`config.mk`:
```
export PLATFORM = sky130hd
export DESIGN_NAME = indexed_mesh_builder_dedup_flat
export DESIGN_NICKNAME = d
export VERILOG_FILES = /design/src/rtl/imbd_pkg.sv /design/src/rtl/imbd_if.sv /design/src/rtl/indexed_mesh_builder_dedup.sv /design/src/flat_wrapper.sv
export SDC_FILE = /design/constraint.sdc
export NUM_CORES = 2
export LEC_CHECK = 0
export ABC_AREA = 0
export BUFFER_PORTS_ARGS = -buffer_cell sky130_fd_sc_hd__buf_2
export CAP_MARGIN = 20
export CORE_MARGIN = 4
export CORE_UTILIZATION = 50
export CTS_CLUSTER_DIAMETER = 100
export DETAILED_ROUTE_END_ITERATION = 8
export PLACE_DENSITY = 0.71
export SKIP_LAST_GASP = 1
export SLEW_MARGIN = 25
export SYNTH_ARGS = -nofsm -noshare
export SYNTH_HDL_FRONTEND = slang
export SYNTH_SLANG_ARGS = --single-unit
```
`constraint.sdc`:
```
create_clock -name clk_i -period 16.8 [get_ports clk_i]
set_input_delay 2.52 -clock clk_i [delete_from_list [all_inputs] [get_ports clk_i]]
set_output_delay 2.52 -clock clk_i [all_outputs]
set_load 0.01 [all_outputs]
```
`src/rtl/imbd_pkg.sv`:
```
package imbd_pkg;

  // Build limits
  localparam int MESH_INDEX_LIMIT = 65536;
  localparam int WINDOW_DEPTH     = 7;

  localparam int KEY_W     = 64;
  localparam int COUNT_W   = 17;
  localparam int MESH_W    = 16;
  localparam int INDEX_W   = 16;
  localparam int POS_W     = 3;
  localparam int WIN_IDX_W = (WINDOW_DEPTH > 1) ? $clog2(WINDOW_DEPTH) : 1;
  localparam int WIN_CNT_W = $clog2(WINDOW_DEPTH + 1);
  localparam int LIMIT_W   =
    (($clog2(MESH_INDEX_LIMIT + 1) > COUNT_W) ? $clog2(MESH_INDEX_LIMIT + 1) : COUNT_W) + 1;

  localparam logic [COUNT_W-1:0] COUNT_MAX = '1;

  typedef enum logic [1:0] {
    CMD_VERTEX = 2'd0,
    CMD_TRI    = 2'd1,
    CMD_QUAD   = 2'd2,
    CMD_NONE   = 2'd3
  } cmd_e;

  typedef logic [KEY_W-1:0]     key_t;
  typedef logic [COUNT_W-1:0]   count_t;
  typedef logic [MESH_W-1:0]    mesh_t;
  typedef logic [INDEX_W-1:0]   index_t;
  typedef logic [WIN_CNT_W-1:0] win_cnt_t;

  // Corner of the face emitted at each beat: 0,1,2,2,3,0
  function automatic logic [1:0] face_corner(input logic [POS_W-1:0] pos);
    logic [1:0] c;
    case (pos)
      3'd0:    c = 2'd0;
      3'd1:    c = 2'd1;
      3'd2:    c = 2'd2;
      3'd3:    c = 2'd2;
      3'd4:    c = 2'd3;
      default: c = 2'd0;
    endcase
    return c;
  endfunction

  // Repeated quad corners do not introduce a vertex
  function automatic logic corner_fresh(input logic [POS_W-1:0] pos);
    logic f;
    case (pos)
      3'd3:    f = 1'b0;
      3'd5:    f = 1'b0;
      default: f = 1'b1;
    endcase
    return f;
  endfunction

  function automatic count_t sat_add(input count_t cnt, input logic [2:0] inc);
    logic [COUNT_W:0] sum;
    sum = {1'b0, cnt} + (COUNT_W + 1)'(inc);
    return (sum > {1'b0, COUNT_MAX}) ? COUNT_MAX : sum[COUNT_W-1:0];
  endfunction

  function automatic win_cnt_t win_add(input win_cnt_t cnt, input logic [2:0] inc);
    logic [WIN_CNT_W+2:0] sum;
    sum = (WIN_CNT_W + 3)'(cnt) + (WIN_CNT_W + 3)'(inc);
    return (sum > (WIN_CNT_W + 3)'(WINDOW_DEPTH)) ? WIN_CNT_W'(WINDOW_DEPTH)
                                                   : sum[WIN_CNT_W-1:0];
  endfunction

endpackage

```
`src/rtl/imbd_if.sv`:
```
interface imbd_cmd_if;
  logic              valid;
  logic              ready;
  imbd_pkg::cmd_e    command;
  imbd_pkg::key_t    vertex_a;
  imbd_pkg::key_t    vertex_b;
  imbd_pkg::key_t    vertex_c;
  imbd_pkg::key_t    vertex_d;

  modport source (output valid, command, vertex_a, vertex_b, vertex_c, vertex_d,
                  input ready);
  modport sink   (input valid, command, vertex_a, vertex_b, vertex_c, vertex_d,
                  output ready);
endinterface

interface imbd_idx_if;
  logic              valid;
  logic              ready;
  imbd_pkg::index_t  vertex_index;
  imbd_pkg::mesh_t   mesh_number;
  logic              appended;
  logic              last;

  modport source (output valid, vertex_index, mesh_number, appended, last,
                  input ready);
  modport sink   (input valid, vertex_index, mesh_number, appended, last,
                  output ready);
endinterface

```
`src/rtl/indexed_mesh_builder_dedup.sv`:
```
// Path: an accepted command is held in the job register, and each of its beats
// then passes through the output register before idx_o presents it.
// Throughput: one result beat per cycle unless idx_o stalls; a vertex gives 1 beat,
// a triangle 3 and a quad 6, set by the single output register draining the job
// register. The next command is taken in the cycle the job sends its last beat.
// Reset (rst_ni low, async): counters, mesh number, window fill and valid flags
// clear; stored keys and payload registers are not reset.
module indexed_mesh_builder_dedup (
  input logic         clk_i,
  input logic         rst_ni,
  imbd_cmd_if.sink    cmd_i,
  imbd_idx_if.source  idx_o
);

  localparam int D = imbd_pkg::WINDOW_DEPTH;

  // ---------------------------------------------------------------------------
  // Mesh state
  // ---------------------------------------------------------------------------
  imbd_pkg::count_t   vc_q, vc_d;      // vertices in current mesh
  imbd_pkg::count_t   ic_q, ic_d;      // indices in current mesh
  imbd_pkg::mesh_t    mesh_q, mesh_d;  // current mesh number
  imbd_pkg::win_cnt_t wv_q, wv_d;      // filled window entries
  imbd_pkg::key_t     keys_q [D];      // newest first
  imbd_pkg::key_t     keys_d [D];

  // ---------------------------------------------------------------------------
  // Job register: one accepted command being expanded into beats
  // ---------------------------------------------------------------------------
  logic                          job_valid_q;
  imbd_pkg::cmd_e                job_cmd_q;
  imbd_pkg::count_t              job_base_q, job_base_d;
  logic                          job_app_q, job_app_d;
  imbd_pkg::mesh_t               job_mesh_q;
  logic [imbd_pkg::POS_W-1:0]    job_pos_q;

  // Output register
  logic                          out_valid_q;
  imbd_pkg::index_t              out_index_q, out_index_d;
  imbd_pkg::mesh_t               out_mesh_q;
  logic                          out_app_q, out_app_d;
  logic                          out_last_q;

  // Handshake
  logic in_acc, load_out, job_last, job_done;

  always_comb begin
    case (job_cmd_q)
      imbd_pkg::CMD_QUAD: job_last = (job_pos_q == imbd_pkg::POS_W'(5));
      imbd_pkg::CMD_TRI:  job_last = (job_pos_q == imbd_pkg::POS_W'(2));
      default:            job_last = 1'b1;
    endcase
  end

  assign load_out    = job_valid_q && (!out_valid_q || idx_o.ready);
  assign job_done    = load_out && job_last;
  assign cmd_i.ready = !job_valid_q || job_done;
  assign in_acc      = cmd_i.valid && cmd_i.ready;

  // ---------------------------------------------------------------------------
  // Dedupe search: all window entries compared in parallel, newest wins
  // ---------------------------------------------------------------------------
  logic                            hit;
  logic [imbd_pkg::WIN_IDX_W-1:0]  hit_pos;
  imbd_pkg::count_t                hit_off, hit_idx;

  always_comb begin
    hit     = 1'b0;
    hit_pos = '0;
    for (int p = D - 1; p >= 0; p--) begin
      if ((imbd_pkg::WIN_CNT_W'(p) < wv_q) && (keys_q[p] == cmd_i.vertex_a)) begin
        hit     = 1'b1;
        hit_pos = imbd_pkg::WIN_IDX_W'(p);
      end
    end
    hit_off = imbd_pkg::COUNT_W'(hit_pos) + imbd_pkg::count_t'(1);
    hit_idx = (vc_q >= hit_off) ? (vc_q - hit_off) : '0;
  end

  // ---------------------------------------------------------------------------
  // Window shift candidates (keys pushed in order, last pushed lands at 0)
  // ---------------------------------------------------------------------------
  imbd_pkg::key_t sgl_ext  [D + 1];
  imbd_pkg::key_t tri_ext  [D + 3];
  imbd_pkg::key_t quad_ext [D + 4];

  always_comb begin
    sgl_ext[0]  = cmd_i.vertex_a;
    tri_ext[0]  = cmd_i.vertex_c;
    tri_ext[1]  = cmd_i.vertex_b;
    tri_ext[2]  = cmd_i.vertex_a;
    quad_ext[0] = cmd_i.vertex_d;
    quad_ext[1] = cmd_i.vertex_c;
    quad_ext[2] = cmd_i.vertex_b;
    quad_ext[3] = cmd_i.vertex_a;
    for (int j = 0; j < D; j++) begin
      sgl_ext[j + 1]  = keys_q[j];
      tri_ext[j + 3]  = keys_q[j];
      quad_ext[j + 4] = keys_q[j];
    end
  end

  // ---------------------------------------------------------------------------
  // Split test and next state for an accepted command
  // ---------------------------------------------------------------------------
  logic                          is_quad, split;
  logic [2:0]                    nidx, nvert;
  imbd_pkg::count_t              vc_base, ic_base;
  imbd_pkg::win_cnt_t            wv_base;
  logic [imbd_pkg::LIMIT_W-1:0]  ic_need;

  always_comb begin
    is_quad = (cmd_i.command == imbd_pkg::CMD_QUAD);
    nidx    = is_quad ? 3'd6 : 3'd3;
    nvert   = is_quad ? 3'd4 : 3'd3;
    ic_need = imbd_pkg::LIMIT_W'(ic_q) + imbd_pkg::LIMIT_W'(nidx);
    split   = ic_need > imbd_pkg::LIMIT_W'(imbd_pkg::MESH_INDEX_LIMIT);
    vc_base = split ? '0 : vc_q;
    ic_base = split ? '0 : ic_q;
    wv_base = split ? '0 : wv_q;

    vc_d       = vc_q;
    ic_d       = ic_q;
    mesh_d     = mesh_q;
    wv_d       = wv_q;
    keys_d     = keys_q;
    job_base_d = vc_q;
    job_app_d  = 1'b0;

    case (cmd_i.command)
      imbd_pkg::CMD_VERTEX: begin
        ic_d = imbd_pkg::sat_add(ic_q, 3'd1);
        if (hit) begin
          job_base_d = hit_idx;
        end else begin
          job_app_d = 1'b1;
          vc_d      = imbd_pkg::sat_add(vc_q, 3'd1);
          wv_d      = imbd_pkg::win_add(wv_q, 3'd1);
          for (int i = 0; i < D; i++) keys_d[i] = sgl_ext[i];
        end
      end
      imbd_pkg::CMD_TRI, imbd_pkg::CMD_QUAD: begin
        // Mesh number saturates, but a split still clears the mesh
        if (split && (mesh_q != '1)) mesh_d = mesh_q + imbd_pkg::mesh_t'(1);
        job_base_d = vc_base;
        vc_d       = imbd_pkg::sat_add(vc_base, nvert);
        ic_d       = imbd_pkg::sat_add(ic_base, nidx);
        wv_d       = imbd_pkg::win_add(wv_base, nvert);
        for (int i = 0; i < D; i++) keys_d[i] = is_quad ? quad_ext[i] : tri_ext[i];
      end
      default: begin
      end
    endcase
  end

  // ---------------------------------------------------------------------------
  // Beat payload from job register
  // ---------------------------------------------------------------------------
  logic [imbd_pkg::COUNT_W:0] face_sum;

  always_comb begin
    face_sum = {1'b0, job_base_q}
             + (imbd_pkg::COUNT_W + 1)'(imbd_pkg::face_corner(job_pos_q));
    if (job_cmd_q == imbd_pkg::CMD_VERTEX) begin
      face_sum  = {1'b0, job_base_q};
      out_app_d = job_app_q;
    end else begin
      out_app_d = imbd_pkg::corner_fresh(job_pos_q);
    end
    // Index saturates at the 16-bit range
    out_index_d = (|face_sum[imbd_pkg::COUNT_W:imbd_pkg::INDEX_W]) ? '1
                : face_sum[imbd_pkg::INDEX_W-1:0];
  end

  // ---------------------------------------------------------------------------
  // Registers
  // ---------------------------------------------------------------------------
  always_ff @(posedge clk_i or negedge rst_ni) begin
    if (!rst_ni) begin
      vc_q        <= '0;
      ic_q        <= '0;
      mesh_q      <= '0;
      wv_q        <= '0;
      job_valid_q <= 1'b0;
      job_pos_q   <= '0;
      out_valid_q <= 1'b0;
    end else begin
      if (in_acc) begin
        vc_q   <= vc_d;
        ic_q   <= ic_d;
        mesh_q <= mesh_d;
        wv_q   <= wv_d;
      end
      // Unused command is taken and dropped
      if (in_acc && (cmd_i.command != imbd_pkg::CMD_NONE)) begin
        job_valid_q <= 1'b1;
        job_pos_q   <= '0;
      end else if (job_done) begin
        job_valid_q <= 1'b0;
      end else if (load_out) begin
        job_pos_q <= job_pos_q + imbd_pkg::POS_W'(1);
      end
      if (load_out) begin
        out_valid_q <= 1'b1;
      end else if (idx_o.ready) begin
        out_valid_q <= 1'b0;
      end
    end
  end

  // Window keys: no reset, guarded by the fill count
  always_ff @(posedge clk_i) begin
    if (in_acc) begin
      keys_q <= keys_d;
    end
  end

  always_ff @(posedge clk_i) begin
    if (in_acc) begin
      job_cmd_q  <= cmd_i.command;
      job_base_q <= job_base_d;
      job_app_q  <= job_app_d;
      job_mesh_q <= mesh_d;
    end
    if (load_out) begin
      out_index_q <= out_index_d;
      out_mesh_q  <= job_mesh_q;
      out_app_q   <= out_app_d;
      out_last_q  <= job_last;
    end
  end

  assign idx_o.valid        = out_valid_q;
  assign idx_o.vertex_index = out_index_q;
  assign idx_o.mesh_number  = out_mesh_q;
  assign idx_o.appended     = out_app_q;
  assign idx_o.last         = out_last_q;

`ifndef NO_ASSERTIONS
  // Window fill never passes its depth
  a_win_fill: assert property (@(posedge clk_i) disable iff (!rst_ni)
    wv_q <= imbd_pkg::WIN_CNT_W'(D))
    else $error("window fill count out of range");

  // A busy job never advances past its last beat
  a_job_pos: assert property (@(posedge clk_i) disable iff (!rst_ni)
    job_valid_q |-> (job_pos_q < imbd_pkg::POS_W'(6)))
    else $error("job beat position out of range");

  // An accepted quad becomes a live quad job
  a_quad_job: assert property (@(posedge clk_i) disable iff (!rst_ni)
    (in_acc && (cmd_i.command == imbd_pkg::CMD_QUAD))
      |=> (job_valid_q && (job_cmd_q == imbd_pkg::CMD_QUAD) && (job_pos_q == '0)))
    else $error("quad command did not start a job");

  // No command is taken while a job still has beats beyond this one
  a_no_overrun: assert property (@(posedge clk_i) disable iff (!rst_ni)
    (job_valid_q && !job_done) |-> !cmd_i.ready)
    else $error("command accepted during unfinished job");
`endif

endmodule
```
`src/flat_wrapper.sv`:
```
// flat-port wrapper written by rule: the top's interface ports become plain ports
module indexed_mesh_builder_dedup_flat 
  (clk_i, rst_ni, cmd_i_valid, cmd_i_command, cmd_i_vertex_a, cmd_i_vertex_b, cmd_i_vertex_c, cmd_i_vertex_d, cmd_i_ready, idx_o_valid, idx_o_vertex_index, idx_o_mesh_number, idx_o_appended, idx_o_last, idx_o_ready);
  imbd_cmd_if cmd_i_i ();
  imbd_idx_if idx_o_i ();
  input logic clk_i;
  input logic rst_ni;
  input wire logic [$bits(cmd_i_i.valid)-1:0] cmd_i_valid;
  input wire logic [$bits(cmd_i_i.command)-1:0] cmd_i_command;
  input wire logic [$bits(cmd_i_i.vertex_a)-1:0] cmd_i_vertex_a;
  input wire logic [$bits(cmd_i_i.vertex_b)-1:0] cmd_i_vertex_b;
  input wire logic [$bits(cmd_i_i.vertex_c)-1:0] cmd_i_vertex_c;
  input wire logic [$bits(cmd_i_i.vertex_d)-1:0] cmd_i_vertex_d;
  output wire logic [$bits(cmd_i_i.ready)-1:0] cmd_i_ready;
  output wire logic [$bits(idx_o_i.valid)-1:0] idx_o_valid;
  output wire logic [$bits(idx_o_i.vertex_index)-1:0] idx_o_vertex_index;
  output wire logic [$bits(idx_o_i.mesh_number)-1:0] idx_o_mesh_number;
  output wire logic [$bits(idx_o_i.appended)-1:0] idx_o_appended;
  output wire logic [$bits(idx_o_i.last)-1:0] idx_o_last;
  input wire logic [$bits(idx_o_i.ready)-1:0] idx_o_ready;
  assign cmd_i_i.valid = cmd_i_valid;
  assign cmd_i_i.command = cmd_i_command;
  assign cmd_i_i.vertex_a = cmd_i_vertex_a;
  assign cmd_i_i.vertex_b = cmd_i_vertex_b;
  assign cmd_i_i.vertex_c = cmd_i_vertex_c;
  assign cmd_i_i.vertex_d = cmd_i_vertex_d;
  assign cmd_i_ready = cmd_i_i.ready;
  assign idx_o_valid = idx_o_i.valid;
  assign idx_o_vertex_index = idx_o_i.vertex_index;
  assign idx_o_mesh_number = idx_o_i.mesh_number;
  assign idx_o_appended = idx_o_i.appended;
  assign idx_o_last = idx_o_i.last;
  assign idx_o_i.ready = idx_o_ready;
  indexed_mesh_builder_dedup u_core (.clk_i(clk_i), .rst_ni(rst_ni), .cmd_i(cmd_i_i), .idx_o(idx_o_i));
endmodule
```
==> After elaboration in Yosys (flattened, before gate mapping) <==
Index checks and enable logic that the tools add are counted.
{ "word_totals": {"ff_bits": 576, "elab_cells": 155} }
{ "classes": {"addsub": 12, "n_lt_le_gt_ge": 15, "n_eq_ne": 20, "n_mux": 57, "n_reduce_logical": 29} }
{ "ops": {"columns": ["cell", "n"], "rows": [
  ["448-bit case mux with 2 select lines", 1],
  ["64-bit == test", 7],
  ["448-bit 2-to-1 mux", 1],
  ["64-bit 2-to-1 mux", 7],
  ["17-bit 2-to-1 mux", 9],
  ["17-bit case mux with 2 select lines", 3],
  ["18-bit by 17-bit > comparator with 1-bit output (second input constant)", 5],
  ["17-bit by 3-bit adder with 18-bit output", 3],
  ["3-bit 2-to-1 mux", 16],
  ["17-bit by 1-bit adder with 18-bit output (second input constant)", 2],
  ["16-bit 2-to-1 mux", 2],
  ["17-bit by 2-bit adder with 18-bit output", 1],
  ["18-bit 2-to-1 mux", 1],
  ["17-bit >= comparator", 1],
  ["17-bit subtractor", 1],
  ["16-bit by 1-bit adder with 16-bit output (second input constant)", 1],
  ["16-bit inequality test (second input constant)", 1],
  ["1-bit 2-to-1 mux", 14],
  ["6-bit by 3-bit > comparator with 1-bit output (second input constant)", 2],
  ["1-bit logical AND", 12],
  ["3-bit less-than comparator (first input constant)", 3],
  ["3-bit by 1-bit adder with 4-bit output (second input constant)", 2],
  ["2-bit nonzero test", 4],
  ["2-bit OR reduction", 4],
  ["18 further kinds", 30]
]} }

==> Logic depth before layout (Yosys ltp) <==
{ "logic_depth": {"word_depth": 14, "depth_mapped": 30, "ltp_nobuf": 25} }

==> Least setup slack after synthesis <==
No wires, ideal clock.
{ "synth_timing": {"kind": "input to register", "startpoint": "input port cmd_i_vertex_a[3]", "endpoint": "register u_core.wv_q[1]", "setup_ps": 118, "arrival_ps": 18654, "t_required_ps": 16682, "path_slack_ps": -1972, "path_stages": 14, "path_buffers": 3, "path_cell_list": "clkbuf_1 -> xor2_1 -> nor4_1 -> nand3_1 -> or4_1 -> nor4_4 -> nor4_1 -> and2_1 -> buf_2 -> a21oi_2 -> inv_2 -> clkbuf_1 -> o311ai_0 -> nand2_1"} }
{ "synth_between": {"elab_chain_len": 11, "elab_cells_between_ends": 23, "classes_between": "8 x eq/ne; 7 x mux; 8 x reduce/logical"} }
{ "synth_lines": {"columns": ["item", "line", "source"], "rows": [
  ["from (decl)", "flat_wrapper.sv:10", "input wire logic [$bits(cmd_i_i.vertex_a)-1:0] cmd_i_vertex_a;"],
  ["64-bit == test", "indexed_mesh_builder_dedup.sv:71", "if ((imbd_pkg::WIN_CNT_W'(p) < wv_q) && (keys_q[p] == cmd_i.vertex_a)) begin"],
  ["1-bit logical AND", "indexed_mesh_builder_dedup.sv:71", null],
  ["1-bit 2-to-1 mux (6 in series)", "indexed_mesh_builder_dedup.sv:71", null],
  ["1-bit 2-to-1 mux *", "indexed_mesh_builder_dedup.sv:71", null],
  ["2-bit inequality test (no line) *", null, null],
  ["3-bit AND reduction (no line) *", null, null],
  ["to (signal assigned)", "indexed_mesh_builder_dedup.sv:192", "wv_q <= wv_d;"],
  ["to (decl)", "indexed_mesh_builder_dedup.sv:23", "imbd_pkg::win_cnt_t wv_q, wv_d;"]
]} }
Every way passes the cells marked *; elsewhere a longest branch is shown, timed or not.
A chain may end at the register's enable or synchronous reset.

==> Final worst setup path <==
{ "layout_timing": {"startpoint": "input port cmd_i_vertex_a[44]", "endpoint": "register u_core.keys_q[409] (netlist name) (enable)"} }
{ "layout_between": {"elab_chain_len": 11, "elab_cells_between_ends": 23, "classes_between": "8 x eq/ne; 7 x mux; 8 x reduce/logical"} }
{ "layout_lines": {"columns": ["item", "line", "source"], "rows": [
  ["64-bit == test", "indexed_mesh_builder_dedup.sv:71", null],
  ["1-bit logical AND", "indexed_mesh_builder_dedup.sv:71", null],
  ["1-bit 2-to-1 mux (6 in series)", "indexed_mesh_builder_dedup.sv:71", null],
  ["1-bit 2-to-1 mux *", "indexed_mesh_builder_dedup.sv:71", null],
  ["2-bit inequality test (no line) *", null, null],
  ["3-bit AND reduction (no line) *", null, null],
  ["to (signal assigned)", "indexed_mesh_builder_dedup.sv:214", "keys_q <= keys_d;"],
  ["to (decl)", "indexed_mesh_builder_dedup.sv:24", "imbd_pkg::key_t keys_q [D];"]
]} }
Marks and branches as above.

==> parameters.txt <==
Parameter                              Value

Worst setup path
  Data arrival time of the worst path ... 8.20 ns
  Cell chain of the critical path ... buf_2, xor2_1, nor4_1, nand3_1, or4_1, nor4_4, nor4_1, buf_4, and2_1, a21oi_2, buf_4, clkinv_8, buf_4, buf_12
  Cell type of the slowest stage on the worst timing path ... nor4_1
  Number of buffers and inverters on the critical path ... 6
  Largest stage delay on the critical path ... 0.85 ns
  Nature of the critical path startpoint ... input port
  Critical Setup Path Class ... input port to flop
  Worst-path fanout max ... 154
  CP required ... 17.02 ns
  CP endpoint kind ... flop
  Reg2Reg Setup Slack ... 10.45 ns
  Crit-path leading delay family ... simple AND/OR/NAND/NOR gates
  Top cell by count, worst path ... buf_4

Synth
  Register area share after synthesis ... 47.1%
  Yosys top cell area share ... 43.1%
  Total nets after synthesis ... 3902
  Cell area after synthesis ... 36100 um2
  Leading post-synthesis cells by instance count ... nor2_1 (538), edfxtp_1 (518), a21oi_1 (498)
  Cell taking the most area after synthesis ... edfxtp_1
  Number of flip-flops and latches in the synthesized netlist ... 576
  Number of enable flip-flop cells after synthesis ... 518
  Most frequently used cell type in the post-synthesis netlist ... nor2_1
  Distinct cells, synth ... 76
  Cells after synthesis ... about 3.6k
  Post-synth top flop ... edfxtp_1
  FFs w/ async S/R, synth ... 10.1%
  Yosys warning total ... 0
  Post-Syn Area per Cell ... between 10 and 15 um2
  Top cells by area in the synthesized netlist ... edfxtp_1 (43%), mux2i_1 (13%), xor2_1 (7.0%)

Final layout
  Number of nets in the layout ... 4035
  Post-route cell area ... 40300 um2
  Combined area of the multi-input logic cells ... approximately 18000 um2
  Final core occ ... 56.2%
  Layout filler cell count ... 6179
  Sequential cell area in the final layout ... 17000 um2
  Layout cells sized above 1 ... a little under an eighth
  Synth-to-layout area growth ... 11.5%

Power and ir drop
  Switching power summed over all nets ... 1.92 mW
  Sequential share of power ... 44.4%
  Clock network power share ... 28.1%
  PD cells ... 130 nW/um2
  Worst VDD drop ... 0.0825 mV
  Combinational cell fraction of total power ... between 20% and 30%
  Fraction of power spent switching nets ... 36.8%
  Internal cell power ... approximately 3.3 mW
  Overall power after layout ... 5.24 mW
  Leakage power ... 14.6 nW

Drt
  Total via count in the routed design ... 28.9k
  Total length of routed wires ... ~120000 um
  Number of nets still failing antenna checks after routing ... 0
  DRT Pass-1 Iters ... 8
  DRC violations left ... 0
  Vias per std cell ... approximately 6.1
  Iteration-0 DRC Markers ... 3226
  Average wire length per cell after detail routing ... 26.3 um

GRT
  Number of antenna violations at the first check in global routing ... 6
  Met1 GRT Util ... around 43%
  Maximum number of pins on one net before global-route repair ... 273
  Highest-utilization routing layer at the global route stage ... met2
  Overall global routing resource usage ... 31.3%
  Number of global-route vias before repair ... about 27k
  Grt met3 use ... 5.50%
  Overall overflow remaining after global route ... 0
  First-pass GRT wire length ... 181000 um
  GR met2 Demand/Resource ... 47.3%

CTS
  Number of buffers created by CTS ... 69
  Number of sinks handled by clock tree synthesis ... around 580
  Clock tree from TritonCTS ... built
  Level count of the clock H-tree ... 3
  Skew-Pair Late Insertion Delay ... 0.63 ns
  Number of buffers added to fix hold violations after cts ... 0
  Clock-pin slew reported for the worst setup and hold paths after clock tree synthesis ... 0.06 ns
  CTS max path bufs ... 3
  Cell at the root of the clock tree ... clkbuf_16
  Number of buffers inserted to repair setup after CTS ... 0
  Post-CTS resize count ... 0

STA
  Maximum clock frequency ... about 130 MHz
  Number of hold violations in the final report ... 0
  Tcrit/Tclk final ... 47.5%
  Worst clock skew ... between 0.03 and 0.04 ns
  Max-Slew Margin vs Limit ... 24.4%
  Setup-violating endpoint count in the final report ... 0
  Worst slew pin tran ... around 1.1 ns
  Final Hold Slack ... 0.414 ns
  Minimum clock period ... 7.98 ns
  Sum Neg Setup Slack ... 0 ns
  RSZ-0062 raised after global routing ... no
  Total count of max-transition violations in the final report ... 0

Floorplan
  Die outline area ... 76600 um2
  Area of the placeable core ... 71600 um2
  Standard-cell rows ... 98
  Starting Density ... between 50% and 60%
  Number of I/O pins ... 298
  Die width ... around 280 um
  Die outline height ... around 280 um

Outcome
  Run status ... complete, no violations

Place
  Number of buffers inserted by port buffering ... 297
  DP Area ... 38000 um2
  Routability congestion estimate from global placement ... 1.14
  Detailed placement HPWL ... around 94000 um

Hold path
  Class of the worst hold path ... flop to flop

Run
  Max-capacitance violation count ... 0
metal layers:
metal | part of all wire (%) | vias to the layer above
met2 | 44 | 1503
met1 | 41 | 13800
met5 | 0.0072 | -
met3 | 8.7 | 290
met4 | 6.4 | 2
li1 | - | 13300
path summary, 6_finish.rpt:
| check | cells past startpoint | endpoint | from |
|---|---|---|---|
| max in group asynchronous | 2 | u_core.wv_q[0] | rst_ni |
| max reg2reg | 13 | u_core.keys_q[409] | u_core.keys_q[428] |
| min in group asynchronous | 2 | u_core.ic_q[14] | rst_ni |
| min | 0 | u_core.idx_o.mesh_number[15] | u_core.job_mesh_q[15] |
| min reg2reg | 0 | u_core.idx_o.mesh_number[15] | u_core.job_mesh_q[15] |
| max | 14 | u_core.keys_q[409] | cmd_i_vertex_a[44] |
layout by cell type (no fill, tap or decap), types with 72 or more instances in the layout:
master,synthesis,final
nor2_1,538,538
edfxtp_1,518,518
a21oi_1,498,497
mux2i_1,453,452
buf_2,27,297
xor2_1,288,288
xnor2_1,177,177
nand2_1,126,126
nor4_1,83,83
inv_1,77,77
o21ai_0,72,72
nand4_1,72,72
power groups by stage:
stage,logic (mW),registers [mW],clock network (mW)
after CTS,1.41,2.31,1.49
after global placement,1.39,2.33,0
final,1.44,2.33,1.47
after floorplan,0.997,2.22,0
after detailed placement,1.41,2.33,0
after global routing,1.55,2.35,1.55
cells by family after synthesis:
group / Yosys count / synth area share [%]
buffers and inverters: 343 / 3.72
DFF: 576 / 47.1
xor gates and xnor gates: 465 / 11.3
muxes: 456 / 12.6
and+or+nand+nor: 1008 / 12.8
AOI/OAI and AO/OA: 713 / 11.1
adders and majority gates: 39 / 1.43
other: 1 / 0.0104
flip-flops by register name (all words and copies together) (netlist names), 3 cells and up:
| register | flops |
|---|---|
| u_core.idx_o.vertex_index | 16 |
| u_core.job_mesh_q | 16 |
| u_core.keys_q | 448 |
| u_core.job_pos_q | 3 |
| u_core.idx_o.mesh_number | 16 |
| u_core.mesh_q | 16 |
| u_core.vc_q | 17 |
| u_core.job_base_q | 17 |
| u_core.wv_q | 3 |
| u_core.ic_q | 17 |
per-stage QoR:
step	setup WS [ns]	std cells
finish	8.82	4741
global placement	8.42	4612
CTS	8.90	4736
global route	8.53	4737
detailed placement	8.25	4612
floorplan	5.53	3601
area by class of cell:
| class | instances | share of cell area, % |
|---|---|---|
| Timing Repair Buffer | 326 | 4.39 |
| Clock buffer | 88 | 4.62 |
| Antenna cell | 4 | 0.0249 |
| Tap cell | 950 | 2.95 |
| Clock inverter | 36 | 0.758 |
| Multi-Input combinational cell | 2682 | 44.3 |
| Inverter | 79 | 0.767 |
| Sequential cell | 576 | 42.2 |
No activity file was read; power rests on OpenSTA's default activity.
